File: src/hdl/tsf_pkg.sv
// tsf_pkg: widths, reset values, register indexes and shared structs
// of the touch sample filter; depends on nothing
package tsf_pkg;

  localparam int TSF_SAMPLES = 4;
  localparam int ADC_W       = 12;
  localparam int TICK_W      = 32;
  localparam int GAP_W       = 16;
  localparam int MARGIN_W    = 11;
  localparam int CFG_IDX_W   = 8;
  localparam int CFG_DATA_W  = 16;

  localparam logic [ADC_W-1:0]    ADC_MAX          = 12'hFFF;
  localparam logic [GAP_W-1:0]    MIN_GAP_RESET    = 16'd20;
  localparam logic [ADC_W-1:0]    SPREAD_RESET     = 12'd50;
  localparam logic [ADC_W-1:0]    JUMP_RESET       = 12'd50;
  localparam logic [MARGIN_W-1:0] EDGE_MARGIN_RESET = 11'd10;

  typedef enum logic [CFG_IDX_W-1:0] {
    CFG_MIN_GAP = 8'd0,
    CFG_SPREAD  = 8'd1,
    CFG_JUMP    = 8'd2,
    CFG_MARGIN  = 8'd3
  } tsf_cfg_idx_t;

  typedef struct packed {
    logic [GAP_W-1:0]    min_gap;
    logic [ADC_W-1:0]    spread_limit;
    logic [ADC_W-1:0]    jump_limit;
    logic [MARGIN_W-1:0] edge_margin;
  } tsf_cfg_t;

  typedef struct packed {
    logic             bad;
    logic [ADC_W-1:0] value;
  } tsf_axis_t;

  typedef struct packed {
    logic             emit;
    logic             contact;
    logic [ADC_W-1:0] touch_x;
    logic [ADC_W-1:0] touch_y;
  } tsf_result_t;

endpackage

File: src/hdl/tsf_channels.sv
// tsf_channels: valid/ready channel interfaces for sample items, results
// and register writes; depends on tsf_pkg
interface tsf_in_if import tsf_pkg::*; #(
  parameter int SAMPLES = TSF_SAMPLES
) ();
  logic                       valid;
  logic                       ready;
  logic [TICK_W-1:0]          now_ticks;
  logic [SAMPLES*ADC_W-1:0]   x_sample;
  logic [SAMPLES*ADC_W-1:0]   y_sample;

  modport source (output valid, output now_ticks, output x_sample, output y_sample,
                  input ready);
  modport sink   (input valid, input now_ticks, input x_sample, input y_sample,
                  output ready);
endinterface

interface tsf_out_if import tsf_pkg::*; ();
  logic             valid;
  logic             ready;
  logic             contact;
  logic [ADC_W-1:0] touch_x;
  logic [ADC_W-1:0] touch_y;

  modport source (output valid, output contact, output touch_x, output touch_y,
                  input ready);
  modport sink   (input valid, input contact, input touch_x, input touch_y,
                  output ready);
endinterface

interface tsf_cfg_if import tsf_pkg::*; ();
  logic                  valid;
  logic                  ready;
  logic [CFG_IDX_W-1:0]  index;
  logic [CFG_DATA_W-1:0] data;

  modport source (output valid, output index, output data, input ready);
  modport sink   (input valid, input index, input data, output ready);
endinterface

File: src/hdl/tsf_lane.sv
// tsf_lane: one axis lane, picks the two middle readings by rank and
// averages them and flags a wide spread; depends on tsf_pkg
module tsf_lane import tsf_pkg::*; #(
  parameter int SAMPLES = TSF_SAMPLES
) (
  input  logic [SAMPLES*ADC_W-1:0] samples,
  input  logic [ADC_W-1:0]         spread_limit,
  output tsf_axis_t                axis
);

  localparam int RANK_W = $clog2(SAMPLES);
  localparam logic [RANK_W-1:0] HI_RANK = RANK_W'(SAMPLES / 2 - 1);
  localparam logic [RANK_W-1:0] LO_RANK = RANK_W'(SAMPLES / 2);

  logic [ADC_W-1:0]  v    [SAMPLES];
  logic [RANK_W-1:0] rank [SAMPLES];
  logic [ADC_W-1:0]  hi;
  logic [ADC_W-1:0]  lo;
  logic [ADC_W-1:0]  spread;
  logic [ADC_W:0]    sum;

  // descending position, ties broken by reading order
  always_comb begin
    for (int i = 0; i < SAMPLES; i++) begin
      v[i] = samples[i*ADC_W +: ADC_W];
    end
    for (int i = 0; i < SAMPLES; i++) begin
      rank[i] = '0;
      for (int j = 0; j < SAMPLES; j++) begin
        if (j != i) begin
          rank[i] = rank[i] + RANK_W'((samples[j*ADC_W +: ADC_W] > v[i]) ||
                    ((samples[j*ADC_W +: ADC_W] == v[i]) && (j < i)));
        end
      end
    end
  end

  always_comb begin
    hi = '0;
    lo = '0;
    for (int i = 0; i < SAMPLES; i++) begin
      if (rank[i] == HI_RANK) begin
        hi = v[i];
      end
      if (rank[i] == LO_RANK) begin
        lo = v[i];
      end
    end
    spread     = hi - lo;
    sum        = {1'b0, hi} + {1'b0, lo};
    axis.bad   = spread > spread_limit;
    axis.value = sum[ADC_W:1];
  end

endmodule

File: src/hdl/tsf_merge.sv
// tsf_merge: combines both lanes with the stored previous sample, applies
// gap, edge and jump tests and holds the filter state; depends on tsf_pkg
module tsf_merge import tsf_pkg::*; (
  input  logic              clk,
  input  logic              rst_n,
  input  logic              fire,
  input  logic [TICK_W-1:0] now_ticks,
  input  tsf_axis_t         x_axis,
  input  tsf_axis_t         y_axis,
  input  tsf_cfg_t          cfg,
  output tsf_result_t       res
);

  logic [ADC_W-1:0]  prev_x_r, prev_x_nxt;
  logic [ADC_W-1:0]  prev_y_r, prev_y_nxt;
  logic [TICK_W-1:0] last_down_r, last_down_nxt;

  logic [TICK_W-1:0] gap;
  logic              gap_ok;
  logic              bad;
  logic [ADC_W-1:0]  nx, ny;
  logic [ADC_W-1:0]  margin, hi_edge;
  logic              at_edge;
  logic [ADC_W-1:0]  dx, dy;
  logic              jumped;
  logic [ADC_W:0]    sum_x, sum_y;

  always_comb begin
    gap     = now_ticks - last_down_r;
    gap_ok  = gap > TICK_W'(cfg.min_gap);
    bad     = x_axis.bad || y_axis.bad;
    nx      = bad ? '0 : x_axis.value;
    ny      = bad ? '0 : y_axis.value;
    margin  = ADC_W'(cfg.edge_margin);
    hi_edge = ADC_MAX - margin;
    at_edge = (nx <= margin) || (ny <= margin) || (nx >= hi_edge) || (ny >= hi_edge);
    dx      = (prev_x_r > nx) ? prev_x_r - nx : nx - prev_x_r;
    dy      = (prev_y_r > ny) ? prev_y_r - ny : ny - prev_y_r;
    jumped  = (dx > cfg.jump_limit) || (dy > cfg.jump_limit);
    sum_x   = {1'b0, prev_x_r} + {1'b0, nx};
    sum_y   = {1'b0, prev_y_r} + {1'b0, ny};

    res.emit    = gap_ok && (at_edge || !jumped);
    res.contact = !at_edge;
    res.touch_x = at_edge ? '0 : sum_x[ADC_W:1];
    res.touch_y = at_edge ? '0 : sum_y[ADC_W:1];
  end

  always_comb begin
    prev_x_nxt    = prev_x_r;
    prev_y_nxt    = prev_y_r;
    last_down_nxt = last_down_r;
    if (fire && gap_ok) begin
      prev_x_nxt = nx;
      prev_y_nxt = ny;
      if (!at_edge && !jumped) begin
        last_down_nxt = now_ticks;
      end
    end
  end

  always_ff @(posedge clk) begin
    if (!rst_n) begin
      prev_x_r    <= '0;
      prev_y_r    <= '0;
      last_down_r <= '0;
    end else begin
      prev_x_r    <= prev_x_nxt;
      prev_y_r    <= prev_y_nxt;
      last_down_r <= last_down_nxt;
    end
  end

endmodule

File: src/hdl/touch_sample_filter_top.sv
// touch_sample_filter_top: resistive touch sample filter, top level
// depends on tsf_pkg, tsf_channels, tsf_lane and tsf_merge
//
// Takes one item per clock: a tick time plus SAMPLES 12-bit readings per axis,
// and returns zero or one result item (contact, touch_x, touch_y). Two lanes,
// one per axis, rank the readings in parallel and average the two middle
// ones, flagging a spread wider than spread_limit; their output is registered.
// The merge stage then checks the tick gap since the last pen-down, the edge
// margin and the jump from the previous sample, updates the stored state and
// loads the output register. Sustained rate is one item per cycle unless
// stalled. The feedback through the previous-sample and last-pen-down registers
// in the merge stage sets that rate. An item whose gap is too short, or whose
// pair jumped too far while clear of the edge, gives no result. The output
// register frees the input side, so a new item is taken while a finished
// result still waits if the lane stage is empty. Register writes are always
// ready and take effect on the next cycle; write them only while idle.
module touch_sample_filter_top import tsf_pkg::*; #(
  parameter int SAMPLES = TSF_SAMPLES
) (
  input  logic     clk,
  input  logic     rst_n,
  tsf_in_if.sink   in_ch,
  tsf_out_if.source out_ch,
  tsf_cfg_if.sink  cfg_ch
);

  // configuration registers
  tsf_cfg_t cfg_r, cfg_nxt;

  // lane stage register
  logic              s1_valid_r, s1_valid_nxt;
  logic [TICK_W-1:0] s1_now_r;
  tsf_axis_t         s1_x_r, s1_y_r;

  // output register
  logic        out_valid_r, out_valid_nxt;
  tsf_result_t out_r;

  tsf_axis_t   lane_x, lane_y;
  tsf_result_t merge_res;
  logic        out_free;
  logic        fire;
  logic        load;

  // one lane per axis
  tsf_lane #(.SAMPLES(SAMPLES)) u_lane_x (
    .samples      (in_ch.x_sample),
    .spread_limit (cfg_r.spread_limit),
    .axis         (lane_x)
  );

  tsf_lane #(.SAMPLES(SAMPLES)) u_lane_y (
    .samples      (in_ch.y_sample),
    .spread_limit (cfg_r.spread_limit),
    .axis         (lane_y)
  );

  // merge stage holds prev sample and last pen-down time
  tsf_merge u_merge (
    .clk       (clk),
    .rst_n     (rst_n),
    .fire      (fire),
    .now_ticks (s1_now_r),
    .x_axis    (s1_x_r),
    .y_axis    (s1_y_r),
    .cfg       (cfg_r),
    .res       (merge_res)
  );

  // handshake: output slot free when empty or being taken
  assign out_free     = !out_valid_r || out_ch.ready;
  assign fire         = s1_valid_r && out_free;
  assign in_ch.ready  = !s1_valid_r || out_free;
  assign load         = in_ch.valid && in_ch.ready;
  assign cfg_ch.ready = 1'b1;

  assign out_ch.valid   = out_valid_r;
  assign out_ch.contact = out_r.contact;
  assign out_ch.touch_x = out_r.touch_x;
  assign out_ch.touch_y = out_r.touch_y;

  // register writes, unknown indexes ignored
  always_comb begin
    cfg_nxt = cfg_r;
    if (cfg_ch.valid) begin
      case (tsf_cfg_idx_t'(cfg_ch.index))
        CFG_MIN_GAP: cfg_nxt.min_gap      = cfg_ch.data[GAP_W-1:0];
        CFG_SPREAD:  cfg_nxt.spread_limit = cfg_ch.data[ADC_W-1:0];
        CFG_JUMP:    cfg_nxt.jump_limit   = cfg_ch.data[ADC_W-1:0];
        CFG_MARGIN:  cfg_nxt.edge_margin  = cfg_ch.data[MARGIN_W-1:0];
        default: begin
        end
      endcase
    end
  end

  // stage valids
  always_comb begin
    s1_valid_nxt = s1_valid_r;
    if (load) begin
      s1_valid_nxt = 1'b1;
    end else if (fire) begin
      s1_valid_nxt = 1'b0;
    end

    out_valid_nxt = out_valid_r;
    if (fire) begin
      out_valid_nxt = merge_res.emit;
    end else if (out_ch.ready) begin
      out_valid_nxt = 1'b0;
    end
  end

  always_ff @(posedge clk) begin
    if (!rst_n) begin
      cfg_r.min_gap      <= MIN_GAP_RESET;
      cfg_r.spread_limit <= SPREAD_RESET;
      cfg_r.jump_limit   <= JUMP_RESET;
      cfg_r.edge_margin  <= EDGE_MARGIN_RESET;
      s1_valid_r         <= 1'b0;
      out_valid_r        <= 1'b0;
    end else begin
      cfg_r       <= cfg_nxt;
      s1_valid_r  <= s1_valid_nxt;
      out_valid_r <= out_valid_nxt;
    end
  end

  // payload registers, no reset
  always_ff @(posedge clk) begin
    if (load) begin
      s1_now_r <= in_ch.now_ticks;
      s1_x_r   <= lane_x;
      s1_y_r   <= lane_y;
    end
    if (fire) begin
      out_r <= merge_res;
    end
  end

endmodule

File: src/flat_wrapper.sv
// flat-port wrapper written by rule: the top's interface ports become plain ports
module touch_sample_filter_top_flat import tsf_pkg::*;
#(
  parameter int SAMPLES = TSF_SAMPLES
)
  (clk, rst_n, in_ch_valid, in_ch_now_ticks, in_ch_x_sample, in_ch_y_sample, in_ch_ready, out_ch_valid, out_ch_contact, out_ch_touch_x, out_ch_touch_y, out_ch_ready, cfg_ch_valid, cfg_ch_index, cfg_ch_data, cfg_ch_ready);
  tsf_in_if #(.SAMPLES(SAMPLES)) in_ch_i ();
  tsf_out_if out_ch_i ();
  tsf_cfg_if cfg_ch_i ();
  input  logic clk;
  input  logic rst_n;
  input wire logic [$bits(in_ch_i.valid)-1:0] in_ch_valid;
  input wire logic [$bits(in_ch_i.now_ticks)-1:0] in_ch_now_ticks;
  input wire logic [$bits(in_ch_i.x_sample)-1:0] in_ch_x_sample;
  input wire logic [$bits(in_ch_i.y_sample)-1:0] in_ch_y_sample;
  output wire logic [$bits(in_ch_i.ready)-1:0] in_ch_ready;
  output wire logic [$bits(out_ch_i.valid)-1:0] out_ch_valid;
  output wire logic [$bits(out_ch_i.contact)-1:0] out_ch_contact;
  output wire logic [$bits(out_ch_i.touch_x)-1:0] out_ch_touch_x;
  output wire logic [$bits(out_ch_i.touch_y)-1:0] out_ch_touch_y;
  input wire logic [$bits(out_ch_i.ready)-1:0] out_ch_ready;
  input wire logic [$bits(cfg_ch_i.valid)-1:0] cfg_ch_valid;
  input wire logic [$bits(cfg_ch_i.index)-1:0] cfg_ch_index;
  input wire logic [$bits(cfg_ch_i.data)-1:0] cfg_ch_data;
  output wire logic [$bits(cfg_ch_i.ready)-1:0] cfg_ch_ready;
  assign in_ch_i.valid = in_ch_valid;
  assign in_ch_i.now_ticks = in_ch_now_ticks;
  assign in_ch_i.x_sample = in_ch_x_sample;
  assign in_ch_i.y_sample = in_ch_y_sample;
  assign in_ch_ready = in_ch_i.ready;
  assign out_ch_valid = out_ch_i.valid;
  assign out_ch_contact = out_ch_i.contact;
  assign out_ch_touch_x = out_ch_i.touch_x;
  assign out_ch_touch_y = out_ch_i.touch_y;
  assign out_ch_i.ready = out_ch_ready;
  assign cfg_ch_i.valid = cfg_ch_valid;
  assign cfg_ch_i.index = cfg_ch_index;
  assign cfg_ch_i.data = cfg_ch_data;
  assign cfg_ch_ready = cfg_ch_i.ready;
  touch_sample_filter_top #(.SAMPLES(SAMPLES)) u_core (.clk(clk), .rst_n(rst_n), .in_ch(in_ch_i), .out_ch(out_ch_i), .cfg_ch(cfg_ch_i));
endmodule
File: config.mk
export PLATFORM = sky130hd
export DESIGN_NAME = touch_sample_filter_top_flat
export DESIGN_NICKNAME = d
export VERILOG_FILES = /design/src/hdl/tsf_pkg.sv /design/src/hdl/tsf_channels.sv /design/src/hdl/tsf_lane.sv /design/src/hdl/tsf_merge.sv /design/src/hdl/touch_sample_filter_top.sv /design/src/flat_wrapper.sv
export SDC_FILE = /design/constraint.sdc
export NUM_CORES = 1
export LEC_CHECK = 0
export ABC_AREA = 1
export BUFFER_PORTS_ARGS = -buffer_cell sky130_fd_sc_hd__buf_2
export CORE_MARGIN = 2
export CORE_UTILIZATION = 40
export DETAILED_ROUTE_END_ITERATION = 8
export GPL_TIMING_DRIVEN = 0
export PLACE_DENSITY = 0.54
export SETUP_SLACK_MARGIN = 0.05
export SYNTH_ARGS = -nofsm -noshare
export SYNTH_HDL_FRONTEND = slang
export SYNTH_SLANG_ARGS = --single-unit
File: constraint.sdc
create_clock -name clk -period 14.7 [get_ports clk]
set_input_delay 2.205 -clock clk [delete_from_list [all_inputs] [get_ports clk]]
set_output_delay 2.205 -clock clk [all_outputs]
set_load 0.005 [all_outputs]
* Yosys cells after proc, flatten, opt, wreduce, memory -nomap -nowiden
Index checks and enable logic that the tools add are counted.
Word-level totals: input port bits 157, register bits after elaboration 192, output and inout bits 28, logic and storage cells 172
Operators by class: eq/ne operators 31, order comparisons 35, add/sub/neg operators 28, multiplexer cells 24, reductions and logical operators 37
Operators by type and width (count):
- $gt 12x12->1 | 30
- $mux 12 | 20
- $eq 12x12->1 | 12
- $sub 12x12->12 | 6
- $add 12x12->13 | 4
- $gt 32x16->1 | 1
- $sub 32x32->32 | 1
- $ge 12x12->1 | 2
- $le 12x11->1 | 2
- $logic_or 1x1->1 | 20
- $add 1x1->2 | 8
- $add 2x1->2 | 8
- $eq 2x1->1 const B | 8
- $eq 2x2->1 const B | 8
- $eq 8x2->1 const B | 2
- $sub 12x11->12 const A | 1
- $reduce_and 2->1 | 5
- $eq 8x1->1 const B | 1
- $logic_not 8->1 | 1
- $logic_and 1x1->1 | 5
- $logic_not 1->1 | 4
- $mux 1 | 4
- $reduce_bool 2->1 | 2

* Longest topological paths before layout
word-level depth 10, gate-level depth with buffers 38, gate-level depth less buffers 38

* Cells and area by module
A second synthesis with hierarchy kept.
Second synthesis, totals: cells, all modules 3773, area, all modules 24721.2 um^2
By module, submodules not included:
- tsf_merge | instances 1, sequential area each 1121.1 um^2, area each 10756.6 um^2, cells an instance 1873
- touch_sample_filter_top | instances 1, sequential area each 3553.4 um^2, area each 4835.9 um^2, cells an instance 403
- tsf_lane (u_core.u_lane_x) | instances 1, sequential area each 0.0 um^2, area each 4595.7 um^2, cells an instance 750
- tsf_lane (u_core.u_lane_y) | instances 1, sequential area each 0.0 um^2, area each 4533.1 um^2, cells an instance 747

* Least setup slack after synthesis
No wires, ideal clock.
path kind in2reg, start point input in_ch_y_sample[39], end point register u_core.s1_y_r[12] (netlist bit), data pin, slack 7.718 ns, arrival 6.837 ns, cell stages on the path 35, setup time 0.146 ns, required time 14.554 ns, path buffers 1, cell sequence inv_1 ha_1 a21oi_1 o31ai_1 a21oi_1 o211ai_1 a21oi_1 fa_1 inv_1 nor2_1 inv_1 clkbuf_1 o21ai_0 o22ai_1 ha_1 inv_1 fa_1 nand3_1 nand2_1 a21oi_1 o21bai_1 nand2_1 nand2_1 a21oi_1 nor2_1 o21ai_0 nand2_1 xnor2_1 ha_1 nand2_1 nor2_1 nand4_1 a21oi_1 nor2_1 a21oi_1
RTL lines:
- start: declaration | RTL line flat_wrapper.sv:15 | input wire logic [$bits(in_ch_i.y_sample)-1:0] in_ch_y_sample;
- end signal: assignment | RTL line touch_sample_filter_top.sv:134 | s1_y_r <= lane_y;
- end: declaration | RTL line touch_sample_filter_top.sv:33 | tsf_axis_t s1_x_r, s1_y_r;

==> out/metrics.csv <==
metric,value,unit
n_antenna_cell,0,
firstDrtPassIters,6,
syn_nets,3814,
syn_area_per_cell,6.86,um^2
clk_latency,0.47,ns
die-area,0.0575,mm^2
dpl_worst_slack,6.24,ns
leakage,12.9,nW
cp.required,15.02,ns
synthesis.area,0.0222,mm^2
start_kind,primary input,
whs_path_depth,2,
vdd_drop_max,0.0958,mV
drc_errors,0,
power.switching,2.01,mW
die_h,240,um
rows,86,
portBuffers,182,
async_flop_share,0,%
fin_hold_ws,0.467,ns
wl_per_cell,17.0,um
pwr_density_cell,159,mW/mm^2
slew_viol_final,0,
cts_sinks,192,
rsz0062_at_grt,no,
final_core_utilization,45.0,%
endpoint_kind,register,
setup-tns-final,0,ns
worst_pin_slew,0.839,ns
die_x,240,um
seq_area,0.00467,mm^2
hold_viol,0,
routed_wl,71.5,mm
slew_headroom,44.1,%
cts.reportedPaths.clkPinSlew,0.07,ns
cts_max_level,4,
dp_hpwl,60.2,mm
layout.cells.non_filler,4202,
synth_cell_types,56,
grt_pass1_wl,110,mm
grt_pass1_vias,20600,
synth_compound_area_share,18.0,%
start_util,40.4,%
numCtsBuffers,17,
antenna_found_initial,5,
holdCritPathClass,register to register,
num_vias,21900,
pin_count,185,
crit_arrival,8.44,ns
p_sw_share,51.1,%
synthAdderAreaFrac,24.2,%
endpoint,u_core.s1_y_r[12]$_DFFE_PP_,
yosysSeqAreaShare,21.0,%
nNetsFinal,4016,
critical_path.startpoint,in_ch_y_sample[35],
cts-root-buf,clkbuf_16,
regToRegSetupSlack,8.42,ns
crit_slowest_cell,fa_1,
rr_endpoint,u_core.u_merge.last_down_r[17]$_SDFFE_PN0P_,
combPwrFrac,69.2,%
place_inst,4170,
max_freq,0.123,GHz
grt.total_usage,24.6,%
reg2reg_depth,29,
multi_input_area,0.0148,mm^2
status,finished clean,
yosys.area_share.simple,20.8,%
synthCells,3239,
regToRegStartpoint,u_core.s1_y_r[12]$_DFFE_PP_,
gp_congestion,0.969,
synthXorXnorAreaFrac,3.23,%
period_share,55.2,%
fin_crit,8.12,ns
vias_per_cell,5.20,
num-fill-cells,5767,
drive_gt1_share,8.14,%
cts_max_path_buffers,2,
postCtsSetupRepairBufs,0,
cpPeakStageDelay,0.51,ns
core_area,0.0550,mm^2
setup_ws,6.58,ns
crit_fanout,10,
critPathMostFrequentCell,nand2_1,
synth.area.mux_share,0.135,%
cts_tree,yes,
syn2layout_area_growth,11.2,%
synth_top_family_by_area,adder cells,
overflow,0,
skew,0.0146,ns
yosys_warnings,0,
ys_ff_latch,192,
p_int,1.93,mW
synth-edff-count,83,
max_cap_violations,0,
drtIter0Drc,1870,
cts.repair.resized,0,
p_seq_share,17.7,%
ant_nets,0,
critPathKind,primary input to register,
clockPowerShare,13.1,%
finalSetupViolations,0,
cts_hold_buf,0,
synth_top_flop_cell,dfxtp_1,
grt_max_degree,43,
flip-flops by register name, indices dropped and copies added (netlist names):
signal                      cells
u_core.cfg_r                   51
u_core.out_ch.touch_x          12
u_core.s1_x_r                  13
u_core.s1_y_r                  13
u_core.u_merge.last_down_r     32
u_core.out_ch.contact           1
u_core.s1_now_r                32
u_core.out_ch.touch_y          12
u_core.u_merge.prev_x_r        12
u_core.out_ch.valid             1
u_core.u_merge.prev_y_r        12
u_core.s1_valid_r               1
through the flow:
stage	total power [mW]	instance area, um^2
after floorplan	2.69	22200
after global placement	3.33	24100
after detailed placement	3.41	24100
after CTS	3.94	24700
after global routing	4.37	24700
final	3.94	24700
layout by cell type (no fill, tap or decap), types with 8 or more instances in the layout:
master	n
nand2_1	595
nand4_1	67
nor2_2	16
clkbuf_1	67
o22ai_1	47
inv_2	8
nor2_1	241
edfxtp_1	83
xor2_1	77
nand3_1	93
inv_1	625
ha_1	399
a211oi_1	9
fa_1	19
dfxtp_1	109
a21oi_1	284
nor3_1	38
o21ai_1	14
a31oi_1	58
clkbuf_16	17
o21bai_1	11
or2_2	8
buf_2	193
o31ai_1	17
o21ai_0	226
o2111ai_1	9
o211ai_1	20
per-layer routing:
layer | vias up | GRT usage [%] | part of all wire (%)
li1 | 11100 | - | -
met1 | 10100 | 33.4 | 47
met2 | 601 | 40.8 | 46
met3 | 92 | 2.97 | 4.8
met4 | 2 | 6.97 | 2.2
met5 | - | 0 | 0.018
power by group through the flow:
stage / clock network (mW) / logic, mW / registers [mW]
after floorplan: 0 / 1.99 / 0.703
after global placement: 0 / 2.62 / 0.710
after detailed placement: 0 / 2.70 / 0.711
after CTS: 0.531 / 2.71 / 0.699
after global routing: 0.548 / 3.11 / 0.705
final: 0.515 / 2.72 / 0.698
critical path, delay by kind of cell:
family	cells	cell delay (ns)
adder cells (fa/ha/maj)	4	1.38
buffers and inverters	7	1.23
XOR/XNOR	1	0.14
AND/OR/NAND/NOR	16	1.89
AO/OA/AOI/OAI	10	1.58
area by class of cell:
class / instances / area share, %
repair buffers: 183 / 3.76
multi-input cells: 2318 / 59.7
flip-flops and latches: 192 / 18.9
plain buffers: 90 / 1.64
well taps: 748 / 3.78
clock inverters: 11 / 0.723
clock buffers: 21 / 1.82
inverters: 639 / 9.71
cells by family (layout without fill, tap and decap cells):
logic type      count (synthesis)  count (layout)
compound gates                722             722
xor+xnor                       82              82
fa+ha+maj                     418             418
buf+inv                       729             944
flops                         192             192
mux                             3               3
other cells                     1               1
simple gates                 1092            1092
cell usage after synthesis (all sizes together) (5+ instances only):
library cell | count | area share (%)
a211oi | 9 | 0.30
a21boi | 8 | 0.27
a21o | 5 | 0.17
a21oi | 285 | 6.4
a31oi | 58 | 1.6
and2 | 6 | 0.17
buf | 25 | 0.72
clkbuf | 65 | 1.1
clkinv | 5 | 0.084
dfxtp | 109 | 9.8
edfxtp | 83 | 11
fa | 19 | 1.7
ha | 399 | 22
inv | 634 | 11
nand2 | 602 | 10
nand3 | 96 | 2.2
nand4 | 67 | 1.9
nor2 | 259 | 4.6
nor3 | 41 | 0.99
nor4 | 7 | 0.20
o2111ai | 9 | 0.35
o211ai | 20 | 0.68
o21ai | 240 | 5.4
o21bai | 11 | 0.37
o22ai | 47 | 1.3
o31ai | 17 | 0.57
or2 | 8 | 0.23
xnor2 | 5 | 0.20
xor2 | 77 | 3.0
how the worst min path moves through the flow:
stage	endpoint	slack, ns	start
after floorplan	u_core.cfg_r[46]$_SDFFE_PN0P_	0.44	u_core.cfg_r[46]$_SDFFE_PN0P_
after global placement	u_core.cfg_r[48]$_SDFFE_PN0P_	0.45	u_core.cfg_r[48]$_SDFFE_PN0P_
after detailed placement	u_core.cfg_r[49]$_SDFFE_PN0P_	0.45	u_core.cfg_r[49]$_SDFFE_PN0P_
after CTS	u_core.cfg_r[49]$_SDFFE_PN0P_	0.47	u_core.cfg_r[49]$_SDFFE_PN0P_
after global routing	u_core.cfg_r[49]$_SDFFE_PN0P_	0.49	u_core.cfg_r[49]$_SDFFE_PN0P_
final	u_core.cfg_r[49]$_SDFFE_PN0P_	0.47	u_core.cfg_r[49]$_SDFFE_PN0P_
Note: power is estimated with default switching activity, not from simulation.
